[src/sv/tmt_pkg.sv]
// Shared types, codes and sizes for the three-axis motion transform.
package tmt_pkg;

  // Default sizes for the top-level parameters
  localparam int SAMPLE_BITS_DEF   = 16;
  localparam int FRACTION_BITS_DEF = 8;

  // Fixed result field and stream widths
  localparam int VALUE_BITS  = 35;
  localparam int OUT_DATA_W  = 40;
  localparam int CFG_INDEX_W = 1;
  localparam int CFG_DATA_W  = 3;

  // Configuration register indexes
  localparam logic [CFG_INDEX_W-1:0] CFG_MODE = 1'b0;
  localparam logic [CFG_INDEX_W-1:0] CFG_AXIS = 1'b1;

  // Transform selection
  typedef enum logic [2:0] {
    MODE_JERK   = 3'd0,
    MODE_MAGSQ  = 3'd1,
    MODE_MAG    = 3'd2,
    MODE_L1     = 3'd3,
    MODE_JMAGSQ = 3'd4,
    MODE_JMAG   = 3'd5,
    MODE_JL1    = 3'd6,
    MODE_MEDIAN = 3'd7
  } mode_t;

  // Sequencer states
  typedef enum logic [2:0] {
    ST_IDLE,
    ST_MUL,
    ST_SUM,
    ST_ROOT,
    ST_EMIT,
    ST_TAIL
  } state_t;

  // Controls for the serial sum-of-squares unit
  typedef struct packed {
    logic load;
    logic step;
    logic squares;
  } sumsq_ctl_t;

  // Controls for the serial square-root unit
  typedef struct packed {
    logic load;
    logic step;
  } sqrt_ctl_t;

endpackage

[src/sv/three_axis_motion_transform.sv]
// Top level: stream ports, history, sequencer and result queue of the motion transform.
//
// Use: samples enter on the in_ stream, one three-axis sample per transfer,
// in_tlast closing a window. Results leave on the out_ stream; out_tlast is
// set only on the zero result that follows the last sample of a window.
// The mode and axis registers are to be written through cfg_we/cfg_index/cfg_data
// only while the block is idle; the block itself does not enforce this.
// Timing: one sample is processed at a time; in_tready is high while the
// sequencer is idle. Jerk and median results go straight to the emit step;
// the L1 modes pass through the sum step, the squared magnitude modes first
// run the radix-4 multiplier lanes, and the magnitude modes then the root,
// one bit per cycle. Jerk-based modes skip to emit on a window's first
// sample, and the last sample of a window adds a trailing result.
// Results go through a two-entry queue, so a stalled receiver does not hold
// off the next sample until that queue is full.
// Reset (rst_n low, synchronous) clears the sequencer, configuration and
// history registers and empties the queue.
module three_axis_motion_transform import tmt_pkg::*; #(
  parameter int SAMPLE_BITS   = SAMPLE_BITS_DEF,
  parameter int FRACTION_BITS = FRACTION_BITS_DEF
) (
  input  logic                                   clk,
  input  logic                                   rst_n,
  input  logic                                   in_tvalid,
  output logic                                   in_tready,
  // sample_x, sample_y, sample_z from bit 0 up, zero padded to bytes
  input  logic [((3*SAMPLE_BITS+7)/8)*8-1:0]     in_tdata,
  input  logic                                   in_tlast,   // window_end
  output logic                                   out_tvalid,
  input  logic                                   out_tready,
  // value in bits 34:0, zero padded
  output logic [OUT_DATA_W-1:0]                  out_tdata,
  output logic                                   out_tlast,  // run_end
  input  logic                                   cfg_we,
  input  logic [CFG_INDEX_W-1:0]                 cfg_index,
  input  logic [CFG_DATA_W-1:0]                  cfg_data
);

  localparam int SB = SAMPLE_BITS;
  localparam int MS = (SB + 1) / 2;
  localparam int RB = SB + 1 + FRACTION_BITS;
  localparam int CW = $clog2(RB + 1);
  localparam int TW = 2 * SB + 2;

  // Registers
  state_t                state_r, state_nxt;
  mode_t                 mode_r;
  logic [1:0]            axis_r;
  logic signed [SB-1:0]  prev_r [3];
  logic signed [SB-1:0]  older_r;
  logic [1:0]            wpos_r;
  logic [CW-1:0]         cnt_r, cnt_nxt;
  logic [VALUE_BITS-1:0] val_r, val_nxt;
  logic                  has_main_r, has_main_nxt;
  logic                  last_r, last_nxt;
  logic                  is_mag_r, is_mag_nxt;
  logic [VALUE_BITS-1:0] q_val_r  [2];
  logic                  q_last_r [2];
  logic [1:0]            q_cnt_r;

  // Datapath signals
  logic signed [SB-1:0]  cur  [3];
  logic signed [SB:0]    dif  [3];
  logic signed [SB:0]    vec  [3];
  logic signed [SB:0]    absf [3];
  logic [SB-1:0]         absv [3];
  logic [1:0]            ax;
  logic signed [SB-1:0]  med_a, med_b, med_c, med_lo, med_hi, med;
  logic                  jerk_vec;
  logic                  accept;
  logic                  push, pop, q_full, wr_idx;
  logic [VALUE_BITS-1:0] push_val;
  logic                  push_last;
  sumsq_ctl_t            sq_ctl;
  sqrt_ctl_t             rt_ctl;
  logic [TW-1:0]         total;
  logic [RB-1:0]         root;

  // Sample unpack, differences and magnitudes
  assign ax       = (axis_r == 2'd0) ? 2'd0 : ((axis_r == 2'd1) ? 2'd1 : 2'd2);
  assign jerk_vec = (mode_r == MODE_JMAGSQ) || (mode_r == MODE_JMAG) ||
                    (mode_r == MODE_JL1);

  always_comb begin
    for (int i = 0; i < 3; i++) begin
      cur[i]  = in_tdata[i*SB +: SB];
      dif[i]  = {cur[i][SB-1], cur[i]} - {prev_r[i][SB-1], prev_r[i]};
      vec[i]  = jerk_vec ? dif[i] : {cur[i][SB-1], cur[i]};
      absf[i] = vec[i][SB] ? -vec[i] : vec[i];
      absv[i] = absf[i][SB-1:0];
    end
  end

  // Three-tap median of the selected axis
  always_comb begin
    med_a  = older_r;
    med_b  = prev_r[ax];
    med_c  = cur[ax];
    med_lo = (med_a < med_b) ? med_a : med_b;
    med_hi = (med_a < med_b) ? med_b : med_a;
    if (med_c <= med_lo) begin
      med = med_lo;
    end else if (med_c >= med_hi) begin
      med = med_hi;
    end else begin
      med = med_c;
    end
  end

  // Arithmetic units
  tmt_sumsq #(
    .SAMPLE_BITS (SAMPLE_BITS)
  ) u_sumsq (
    .clk   (clk),
    .ctl   (sq_ctl),
    .abs_x (absv[0]),
    .abs_y (absv[1]),
    .abs_z (absv[2]),
    .total (total)
  );

  tmt_sqrt #(
    .SAMPLE_BITS   (SAMPLE_BITS),
    .FRACTION_BITS (FRACTION_BITS)
  ) u_sqrt (
    .clk      (clk),
    .ctl      (rt_ctl),
    .radicand (total),
    .root     (root)
  );

  // Sequencer: next state and unit controls
  always_comb begin
    state_nxt    = state_r;
    cnt_nxt      = cnt_r;
    val_nxt      = val_r;
    has_main_nxt = has_main_r;
    last_nxt     = last_r;
    is_mag_nxt   = is_mag_r;
    in_tready    = 1'b0;
    sq_ctl       = '0;
    rt_ctl       = '0;
    push         = 1'b0;
    push_val     = '0;
    push_last    = 1'b0;
    case (state_r)
      ST_IDLE: begin
        in_tready = 1'b1;
        if (in_tvalid) begin
          last_nxt       = in_tlast;
          cnt_nxt        = '0;
          is_mag_nxt     = (mode_r == MODE_MAG) || (mode_r == MODE_JMAG);
          sq_ctl.load    = 1'b1;
          sq_ctl.squares = (mode_r == MODE_MAGSQ) || (mode_r == MODE_MAG) ||
                           (mode_r == MODE_JMAGSQ) || (mode_r == MODE_JMAG);
          val_nxt        = '0;
          case (mode_r)
            MODE_JERK: begin
              has_main_nxt = (wpos_r != 2'd0);
              val_nxt      = VALUE_BITS'(dif[ax]);
              state_nxt    = ST_EMIT;
            end
            MODE_MEDIAN: begin
              has_main_nxt = (wpos_r != 2'd1);
              if (wpos_r != 2'd0) begin
                val_nxt = VALUE_BITS'(med);
              end
              state_nxt = ST_EMIT;
            end
            MODE_MAGSQ, MODE_MAG: begin
              has_main_nxt = 1'b1;
              state_nxt    = ST_MUL;
            end
            MODE_L1: begin
              has_main_nxt = 1'b1;
              state_nxt    = ST_SUM;
            end
            MODE_JMAGSQ, MODE_JMAG: begin
              has_main_nxt = (wpos_r != 2'd0);
              state_nxt    = (wpos_r != 2'd0) ? ST_MUL : ST_EMIT;
            end
            MODE_JL1: begin
              has_main_nxt = (wpos_r != 2'd0);
              state_nxt    = (wpos_r != 2'd0) ? ST_SUM : ST_EMIT;
            end
            default: begin
              has_main_nxt = 1'b0;
              state_nxt    = ST_EMIT;
            end
          endcase
        end
      end
      ST_MUL: begin
        sq_ctl.step = 1'b1;
        cnt_nxt     = cnt_r + 1'b1;
        if (cnt_r == CW'(MS - 1)) begin
          state_nxt = ST_SUM;
        end
      end
      ST_SUM: begin
        if (is_mag_r) begin
          rt_ctl.load = 1'b1;
          cnt_nxt     = '0;
          state_nxt   = ST_ROOT;
        end else begin
          val_nxt   = VALUE_BITS'(total);
          state_nxt = ST_EMIT;
        end
      end
      ST_ROOT: begin
        rt_ctl.step = 1'b1;
        cnt_nxt     = cnt_r + 1'b1;
        if (cnt_r == CW'(RB - 1)) begin
          state_nxt = ST_EMIT;
        end
      end
      ST_EMIT: begin
        if (!has_main_r) begin
          state_nxt = last_r ? ST_TAIL : ST_IDLE;
        end else if (!q_full) begin
          push      = 1'b1;
          push_val  = is_mag_r ? VALUE_BITS'(root) : val_r;
          state_nxt = last_r ? ST_TAIL : ST_IDLE;
        end
      end
      ST_TAIL: begin
        if (!q_full) begin
          push      = 1'b1;
          push_last = 1'b1;
          state_nxt = ST_IDLE;
        end
      end
      default: begin
        state_nxt = ST_IDLE;
      end
    endcase
  end

  assign accept = in_tvalid && in_tready;

  // Sequencer and item registers
  always_ff @(posedge clk) begin
    if (!rst_n) begin
      state_r    <= ST_IDLE;
      cnt_r      <= '0;
      has_main_r <= 1'b0;
      last_r     <= 1'b0;
      is_mag_r   <= 1'b0;
    end else begin
      state_r    <= state_nxt;
      cnt_r      <= cnt_nxt;
      has_main_r <= has_main_nxt;
      last_r     <= last_nxt;
      is_mag_r   <= is_mag_nxt;
    end
    val_r <= val_nxt;
  end

  // Sample history and window position
  always_ff @(posedge clk) begin
    if (!rst_n) begin
      for (int i = 0; i < 3; i++) begin
        prev_r[i] <= '0;
      end
      older_r <= '0;
      wpos_r  <= 2'd0;
    end else if (accept) begin
      older_r <= prev_r[ax];
      for (int i = 0; i < 3; i++) begin
        prev_r[i] <= cur[i];
      end
      if (in_tlast) begin
        wpos_r <= 2'd0;
      end else if (wpos_r != 2'd2) begin
        wpos_r <= wpos_r + 2'd1;
      end
    end
  end

  // Configuration registers
  always_ff @(posedge clk) begin
    if (!rst_n) begin
      mode_r <= MODE_JERK;
      axis_r <= 2'd0;
    end else if (cfg_we) begin
      case (cfg_index)
        CFG_MODE: mode_r <= mode_t'(cfg_data);
        CFG_AXIS: axis_r <= cfg_data[1:0];
        default:  ;
      endcase
    end
  end

  // Two-entry result queue, head at entry 0
  assign q_full     = (q_cnt_r == 2'd2);
  assign out_tvalid = (q_cnt_r != 2'd0);
  assign pop        = out_tvalid && out_tready;
  assign wr_idx     = (q_cnt_r == 2'd1) && !pop;

  always_ff @(posedge clk) begin
    if (!rst_n) begin
      q_cnt_r <= 2'd0;
    end else begin
      q_cnt_r <= q_cnt_r + {1'b0, push} - {1'b0, pop};
    end
    // Head takes the new result, or the second entry moves up
    if (push && !wr_idx) begin
      q_val_r[0]  <= push_val;
      q_last_r[0] <= push_last;
    end else if (pop) begin
      q_val_r[0]  <= q_val_r[1];
      q_last_r[0] <= q_last_r[1];
    end
    if (push && wr_idx) begin
      q_val_r[1]  <= push_val;
      q_last_r[1] <= push_last;
    end
  end

  assign out_tdata = OUT_DATA_W'(q_val_r[0]);
  assign out_tlast = q_last_r[0];

endmodule

[src/sv/tmt_sumsq.sv]
// Radix-4 serial sum of squares (or plain sum for L1) over three axis magnitudes.
module tmt_sumsq import tmt_pkg::*; #(
  parameter int SAMPLE_BITS = SAMPLE_BITS_DEF
) (
  input  logic                     clk,
  input  sumsq_ctl_t               ctl,
  input  logic [SAMPLE_BITS-1:0]   abs_x,
  input  logic [SAMPLE_BITS-1:0]   abs_y,
  input  logic [SAMPLE_BITS-1:0]   abs_z,
  output logic [2*SAMPLE_BITS+1:0] total
);

  localparam int PW  = 2 * SAMPLE_BITS;        // one square
  localparam int MS  = (SAMPLE_BITS + 1) / 2;  // radix-4 digits
  localparam int MRW = 2 * MS;
  localparam int TW  = 2 * SAMPLE_BITS + 2;    // sum of three squares

  logic [SAMPLE_BITS-1:0] abs_in [3];
  logic [PW-1:0]          mc_r   [3];
  logic [PW-1:0]          m3_r   [3];
  logic [MRW-1:0]         mr_r   [3];
  logic [PW-1:0]          acc_r  [3];
  logic [PW-1:0]          addend [3];

  assign abs_in[0] = abs_x;
  assign abs_in[1] = abs_y;
  assign abs_in[2] = abs_z;

  // Partial product for the current multiplier digit of each lane
  always_comb begin
    for (int i = 0; i < 3; i++) begin
      case (mr_r[i][1:0])
        2'd0:    addend[i] = '0;
        2'd1:    addend[i] = mc_r[i];
        2'd2:    addend[i] = mc_r[i] << 1;
        2'd3:    addend[i] = m3_r[i];
        default: addend[i] = '0;
      endcase
    end
  end

  // Lane registers: load operands, then one digit per step
  always_ff @(posedge clk) begin
    for (int i = 0; i < 3; i++) begin
      if (ctl.load) begin
        mc_r[i]  <= PW'(abs_in[i]);
        m3_r[i]  <= PW'(abs_in[i]) + (PW'(abs_in[i]) << 1);
        mr_r[i]  <= MRW'(abs_in[i]);
        acc_r[i] <= ctl.squares ? '0 : PW'(abs_in[i]);
      end else if (ctl.step) begin
        mc_r[i]  <= mc_r[i] << 2;
        m3_r[i]  <= m3_r[i] << 2;
        mr_r[i]  <= mr_r[i] >> 2;
        acc_r[i] <= acc_r[i] + addend[i];
      end
    end
  end

  // Final three-way sum
  assign total = TW'(acc_r[0]) + TW'(acc_r[1]) + TW'(acc_r[2]);

endmodule

[src/sv/tmt_sqrt.sv]
// Digit-by-digit integer square root, one root bit per step, in fixed point.
module tmt_sqrt import tmt_pkg::*; #(
  parameter int SAMPLE_BITS   = SAMPLE_BITS_DEF,
  parameter int FRACTION_BITS = FRACTION_BITS_DEF
) (
  input  logic                                   clk,
  input  sqrt_ctl_t                              ctl,
  input  logic [2*SAMPLE_BITS+1:0]               radicand,
  output logic [SAMPLE_BITS+FRACTION_BITS:0]     root
);

  localparam int RB    = SAMPLE_BITS + 1 + FRACTION_BITS;
  localparam int RAD_W = 2 * RB;
  localparam int REM_W = RB + 2;

  logic [RAD_W-1:0] rad_r;
  logic [REM_W-1:0] rem_r;
  logic [RB-1:0]    root_r;
  logic [REM_W-1:0] rem_sh;
  logic [REM_W-1:0] trial;
  logic             fits;

  // Bring down two radicand bits and try the next root bit
  assign rem_sh = {rem_r[REM_W-3:0], rad_r[RAD_W-1 -: 2]};
  assign trial  = {root_r, 2'b01};
  assign fits   = (rem_sh >= trial);

  always_ff @(posedge clk) begin
    if (ctl.load) begin
      rad_r  <= RAD_W'(radicand) << (2 * FRACTION_BITS);
      rem_r  <= '0;
      root_r <= '0;
    end else if (ctl.step) begin
      rad_r  <= rad_r << 2;
      rem_r  <= fits ? (rem_sh - trial) : rem_sh;
      root_r <= {root_r[RB-2:0], fits};
    end
  end

  assign root = root_r;

endmodule
[config.mk]
export PLATFORM = sky130hd
export DESIGN_NAME = three_axis_motion_transform
export DESIGN_NICKNAME = d
export VERILOG_FILES = /design/src/sv/tmt_pkg.sv /design/src/sv/three_axis_motion_transform.sv /design/src/sv/tmt_sumsq.sv /design/src/sv/tmt_sqrt.sv
export SDC_FILE = /design/constraint.sdc
export NUM_CORES = 2
export LEC_CHECK = 0
export ABC_AREA = 1
export CAP_MARGIN = 20
export CORE_AREA = 10 10 458 237
export CTS_CLUSTER_DIAMETER = 120
export DETAILED_ROUTE_END_ITERATION = 16
export DIE_AREA = 0 0 468 247
export DONT_BUFFER_PORTS = 1
export SYNTH_ARGS = -nofsm -noshare
export SYNTH_HDL_FRONTEND = slang
export SYNTH_SLANG_ARGS = --single-unit
[constraint.sdc]
create_clock -name clk -period 11 [get_ports clk]
set_input_delay 2.2 -clock clk [delete_from_list [all_inputs] [get_ports clk]]
set_output_delay 2.2 -clock clk [all_outputs]
set_load 0.005 [all_outputs]
### After elaboration in Yosys (flattened, before gate mapping)

Memory sizes are Yosys's and may differ from the RTL's.
Cells that the tools add are included.

* RAM bits: 456
* output and inout port bits: 43
* memories kept: 7
* input port bits: 58
* logic and storage cells: 245
* register bits: 155

* order comparisons: 5
* reductions and logical operators: 40
* equality and inequality tests: 35
* $add $sub $neg: 19
* muxes and demuxes: 106
* bitwise gates (word level): 19

Memories
* u_sumsq.acc_r: depth 3, width 32, read ports 3, clocked after Yosys merged registers in 0, wr ports 3, RTL line tmt_sumsq.sv:22 `logic [PW-1:0] acc_r [3];`
* u_sumsq.m3_r: depth 3, width 32, read ports 3, clocked after Yosys merged registers in 0, wr ports 3, RTL line tmt_sumsq.sv:20 `logic [PW-1:0] m3_r [3];`
* u_sumsq.mc_r: depth 3, width 32, read ports 3, clocked after Yosys merged registers in 0, wr ports 3, RTL line tmt_sumsq.sv:19 `logic [PW-1:0] mc_r [3];`
* q_val_r: depth 2, width 35, read ports 2, clocked after Yosys merged registers in 0, wr ports 1, RTL line three_axis_motion_transform.sv:57 `logic [VALUE_BITS-1:0] q_val_r [2];`
* prev_r: depth 3, width 16, read ports 4, clocked after Yosys merged registers in 0, wr ports 3, RTL line three_axis_motion_transform.sv:49 `logic signed [SB-1:0] prev_r [3];`
* u_sumsq.mr_r: depth 3, width 16, read ports 3, clocked after Yosys merged registers in 0, wr ports 3, RTL line tmt_sumsq.sv:21 `logic [MRW-1:0] mr_r [3];`
* +1 memories

Operator list (count)
* case mux 32 bit (4 select lines): 3
* two-way mux 35 bit: 9
* two-way mux 16 bit: 18
* two-way mux 32 bit: 9
* case mux 35 bit (2 select lines): 2
* two-way mux 50 bit: 2
* adder 32 bit: 3
* two-way mux 17 bit: 5
* adder 16 x 17 -> 18 bit: 3
* subtractor 16 x 16 -> 17 bit: 3
* negator 16 bit: 3
* OR reduction 35 bit: 1
* adder 34 x 32 -> 34 bit: 1
* binary-select mux 17 bit (select 2 bit): 1
* two-way mux 1 bit: 34
* adder 32 x 32 -> 33 bit: 1
* binary-select mux 16 bit (select 2 bit): 1
* two-way mux 3 bit: 10
* >= comparator 27 bit: 1
* two-way mux 25 bit: 1
* subtractor 25 bit: 1
* == test 3 bit, second input constant: 6
* case mux 3 bit (6 select lines): 1
* OR 1 bit: 17
* 39 further kinds: 88

### Logic depth before layout (Yosys ltp)

* word-level depth: 14
* gate-level depth with buffers: 39
* gate-level depth less buffers: 36

### Cells and area by module

From an unflattened synthesis, not the netlist that was laid out.

* cells, all modules: 6669
* area total of the unflattened synthesis: 47636.9 µm²

Modules (own cells, without submodules)
* tmt_sumsq: instances 1, cells an instance 3685, area each 26639.3 µm²
* three_axis_motion_transform: instances 1, cells an instance 2212, area each 15820.2 µm²
* tmt_sqrt: instances 1, cells an instance 772, area each 5177.5 µm²

### Least setup slack after synthesis

No wires, ideal clock.

* path type: input to register
* start: in in_tvalid
* end: mem u_sumsq.acc_r[0][0] in the netlist's numbering, enable pin
* slack: 1.353 ns
* data arrival time: 8.967 ns
* library setup time: 0.680 ns
* stages: 5
* path through: inv_1 -> nor2_1 -> buf_2 -> nor2_1 -> inv_1

RTL lines
* start: declaration: RTL line three_axis_motion_transform.sv:24 `input logic in_tvalid,`
* end: declaration: RTL line tmt_sumsq.sv:22

### Worst setup path after layout

* start: reg axis_r[1]
* end: reg val_r[20] (data pin)

* cells in the longest elaborated chain, start to end: 14
* elaborated cells on any way between the ends: 23

Ends and longest elaborated chain
* start: declaration: RTL line three_axis_motion_transform.sv:48 `logic [1:0] axis_r;`
* start signal: assignment: RTL line three_axis_motion_transform.sv:288 `CFG_AXIS: axis_r <= cfg_data[1:0];`
* == test 2 x 1 -> 1 bit: RTL line three_axis_motion_transform.sv:80 `assign ax = (axis_r == 2'd0) ? 2'd0 : ((axis_r == 2'd1) ? 2'd1 : 2'd2);`
* two-way mux 2 bit: RTL line three_axis_motion_transform.sv:80
* two-way mux 2 bit *: RTL line three_axis_motion_transform.sv:80
* branches (longest 8 deep; another with memory (3 x 16 bit))
* case mux 35 bit (2 select lines) *: RTL line three_axis_motion_transform.sv:157 `case (mode_r)`
* two-way mux 35 bit *: RTL line three_axis_motion_transform.sv:149 `if (in_tvalid) begin`
* case mux 35 bit (2 select lines) *: RTL line three_axis_motion_transform.sv:146 `case (state_r)`
* net val_nxt[20]: RTL line three_axis_motion_transform.sv:53 `logic [VALUE_BITS-1:0] val_r, val_nxt;`
* end signal: assignment: RTL line three_axis_motion_transform.sv:256 `val_r <= val_nxt;`
* end: declaration: RTL line three_axis_motion_transform.sv:53

Mark *: on every way through the listed nets, which the timed path passes. The select of a mux whose other input is x is not followed.
A chain may end at the register's enable or synchronous reset.

==> impl_results.md <==
* Fraction of layout cells with a size suffix above 1 at 5.06%
* Vias in the first global route at 36370
* Post-cts sizing count at 0
* Number of library cell types mapped by synthesis at 65
* Register area at 17300 µm²
* CTS sink cnt at 608
* Crit end category: flop
* Gpl congestion at 1.05
* Mapped Cells at 5829
* Power Total at 13.6 mW
* Multi-input gate area at 23500 µm²
* Final WL at 163000 µm
* Die height at 247 µm
* CTS tree: yes
* Max stage delay on crit path at 0.58 ns
* Initial DRC Count at 5956
* Cts hold-fix bufs at 0
* Clk Latency, worst-skew pair at 0.68 ns
* Status: finished clean
* Worst VDD drop at 0.184 mV
* Max Cap Violations at 0
* Grt ovf at 0
* Pwr per Cell Area at 283 nW/µm²
* Worst endpoint required time at 11.53 ns
* Setup Viol. Count Final at 0
* Fillers at 10065
* CP Launch Type: flop
* DRC Markers at 0
* Initial antenna violation count at 6
* Cell Area, Synth at 44800 µm²
* Critical path fanouts, max at 35
* Clk slew on worst S/H paths at 0.07 ns
* Clock Skews at 0.0218 ns
* Synth Area per Inst at 7.69 µm²
* Number of synthesized flops with an enable pin at 517
* First-pass GRT wire length at 241000 µm
* Maximum buffer depth of the clock tree at 3
* Relative slew slack at 19.4%
* Crit share post-route at 67.2%
* WP data arrival at 7.92 ns
* Sequential share of the synthesized area at 38.7%
* Die Area at 116000 µm²
* Worst Hold Class: flop to flop
* Vias at 41243
* H-tree depth at 2
* Pre-Repair DR Iteration Count at 6
* Worst Tran Pin Value at 1.20 ns
* Achievable Freq at 135 MHz
* Core outline area at 101000 µm²
* Setup TNS at 0 ns
* CP dominant cell by count: nand2_1
* CTS buffer count at 60
* Synthesis-to-finish area growth at 7.38%
* Antenna-violating nets left at 0
* Initial core utilization at 44.4%
* Vias per inst at 5.77
* Yosys warns at 0
* Asr flop ratio synth at 0%
* FF+latch count, synth at 608
* Slowest CP cell: dfxtp_1
* Clock Root Buffer: clkbuf_16
* Max-slew violation count at 0
* Pleak at 21.9 nW
* Post-CTS Setup Bufs at 0
* Final HPWL DP at 129000 µm
* Final Hold Vio Count at 0
* Routed len/inst at 22.8 µm
* Min cycle time layout at 7.39 ns
* RSZ-0062 raised after global routing: false
* Top_reg_cell synth: edfxtp_1
* FP Rows at 83
* Die W at 468 µm
* Port Buffer Count at 0
* Nets at 6144
* Pin count of the biggest net entering global routing at 170
* Ports at 101
* Global-route usage over all layers at 27.2%
* Crit Path Category: flop to flop
==> layer usage <==
metal	up-vias	global-route usage, %	routed length [µm]
met2	2111	32.1	55000
met4	4	2.88	1390
met5	-	1.18	295
li1	19543	-	-
met1	19472	45.6	83100
met3	113	9.74	23300
==> stage by stage <==
stage	util, %	hold WS [ns]	instance area, µm²	cells	setup WS (ns)
2_1_floorplan	-	0.427	44800	5833	1.35
3_3_place_gp	45.4	0.445	45900	7027	3.67
5_1_grt	47.6	0.486	48100	7148	3.24
4_1_cts	47.6	0.461	48100	7142	4.00
6_report	47.6	0.462	48100	7149	3.61
3_5_place_dp	45.4	0.449	45900	7029	3.69
==> cells in the mapped netlist, drive strengths merged (38+ instances only) <==
cell type  instances  area (µm²)
nand2           1512        5750
clkbuf           120         450
a21oi            498        2500
a31o              38         333
inv              791        2970
nand4             45         282
nor2             477        1840
o21ai            363        1870
nor3              53         275
ha               338        4230
o221ai            80         701
xnor2             54         488
nand3            324        1640
buf               82         571
o22ai             54         338
dfxtp             91        1820
xor2             107        1020
edfxtp           517       15500
==> logic make-up after synthesis <==
group / share of synthesized area, %
and+or+nand+nor: 22.8
AOI/OAI and AO/OA: 16.3
other: 0.00837
DFF: 38.7
xor gates and xnor gates: 3.36
adders and majority gates: 9.93
buffers and inverters: 8.91
==> where the power goes <==
part | total [mW] | switching [mW] | internal, mW
combinational | 7.50 | 5.23 | 2.27
sequential | 3.73 | 0.428 | 3.31
clock | 2.38 | 1.04 | 1.35
==> final timing paths <==
check             slack (ns)  cells past startpoint             start                to
hold reg to reg         0.46                      2  u_sqrt.rem_r[24]  u_sqrt.rem_r[24]
setup reg to reg        3.61                     30         axis_r[1]         val_r[20]
hold / removal          0.46                      2  u_sqrt.rem_r[24]  u_sqrt.rem_r[24]
setup / recovery        3.61                     30         axis_r[1]         val_r[20]
==> state kept, by name, summed over array words and instances (netlist names), 3 cells and up <==
name           count
u_sumsq.m3_r      94
med_a             16
u_sumsq.mr_r      48
mode_r             3
u_sumsq.acc_r     96
u_sqrt.root       25
u_sumsq.mc_r      95
state_r            3
q_val_r           70
val_r             35
u_sqrt.rem_r      25
cnt_r              5
u_sqrt.rad_r      34
prev_r            48
==> cell type report <==
type / count / share of cell area (%)
inverter: 792 / 6.20
sequential: 608 / 36.0
timing repair buffer: 44 / 0.770
tap: 1360 / 3.54
antenna: 1 / 0.00520
clock inverter: 48 / 1.33
multi-input combinational: 4231 / 48.9
clock buffer: 65 / 3.20
==> placed cells by master (no fill, tap or decap), drive strengths merged, types with 6 or more instances in the layout <==
cell      instances
o21bai           17
clkinv           23
ha              338
xor2            107
nand2          1512
a21boi           16
o22ai            54
clkinvlp          8
nor4             11
a22oi             7
nor2            477
o211ai           19
o21a             36
a31o             38
nor3             53
and2             17
nand3           324
a41oi             9
inv             795
xnor2            54
nand4            45
o221ai           80
a211oi           10
a21oi           498
a221oi            9
a21o             18
buf              44
nand3b            9
or2              25
bufinv           14
a31oi            31
clkbuf           65
o311ai            6
edfxtp          517
fa               11
o21ai           363
dfxtp            91
==> critical path: cells and delay by family, from the launching register on <==
family,cells,cell delay [ns]
flip-flops,1,0.58
adder cells (fa/ha/maj),2,0.58
XOR/XNOR,1,0.13
AO/OA/AOI/OAI,9,1.93
buffers and inverters,6,1.44
AND/OR/NAND/NOR,12,2.55
Note: power is estimated with default switching activity, not from simulation.
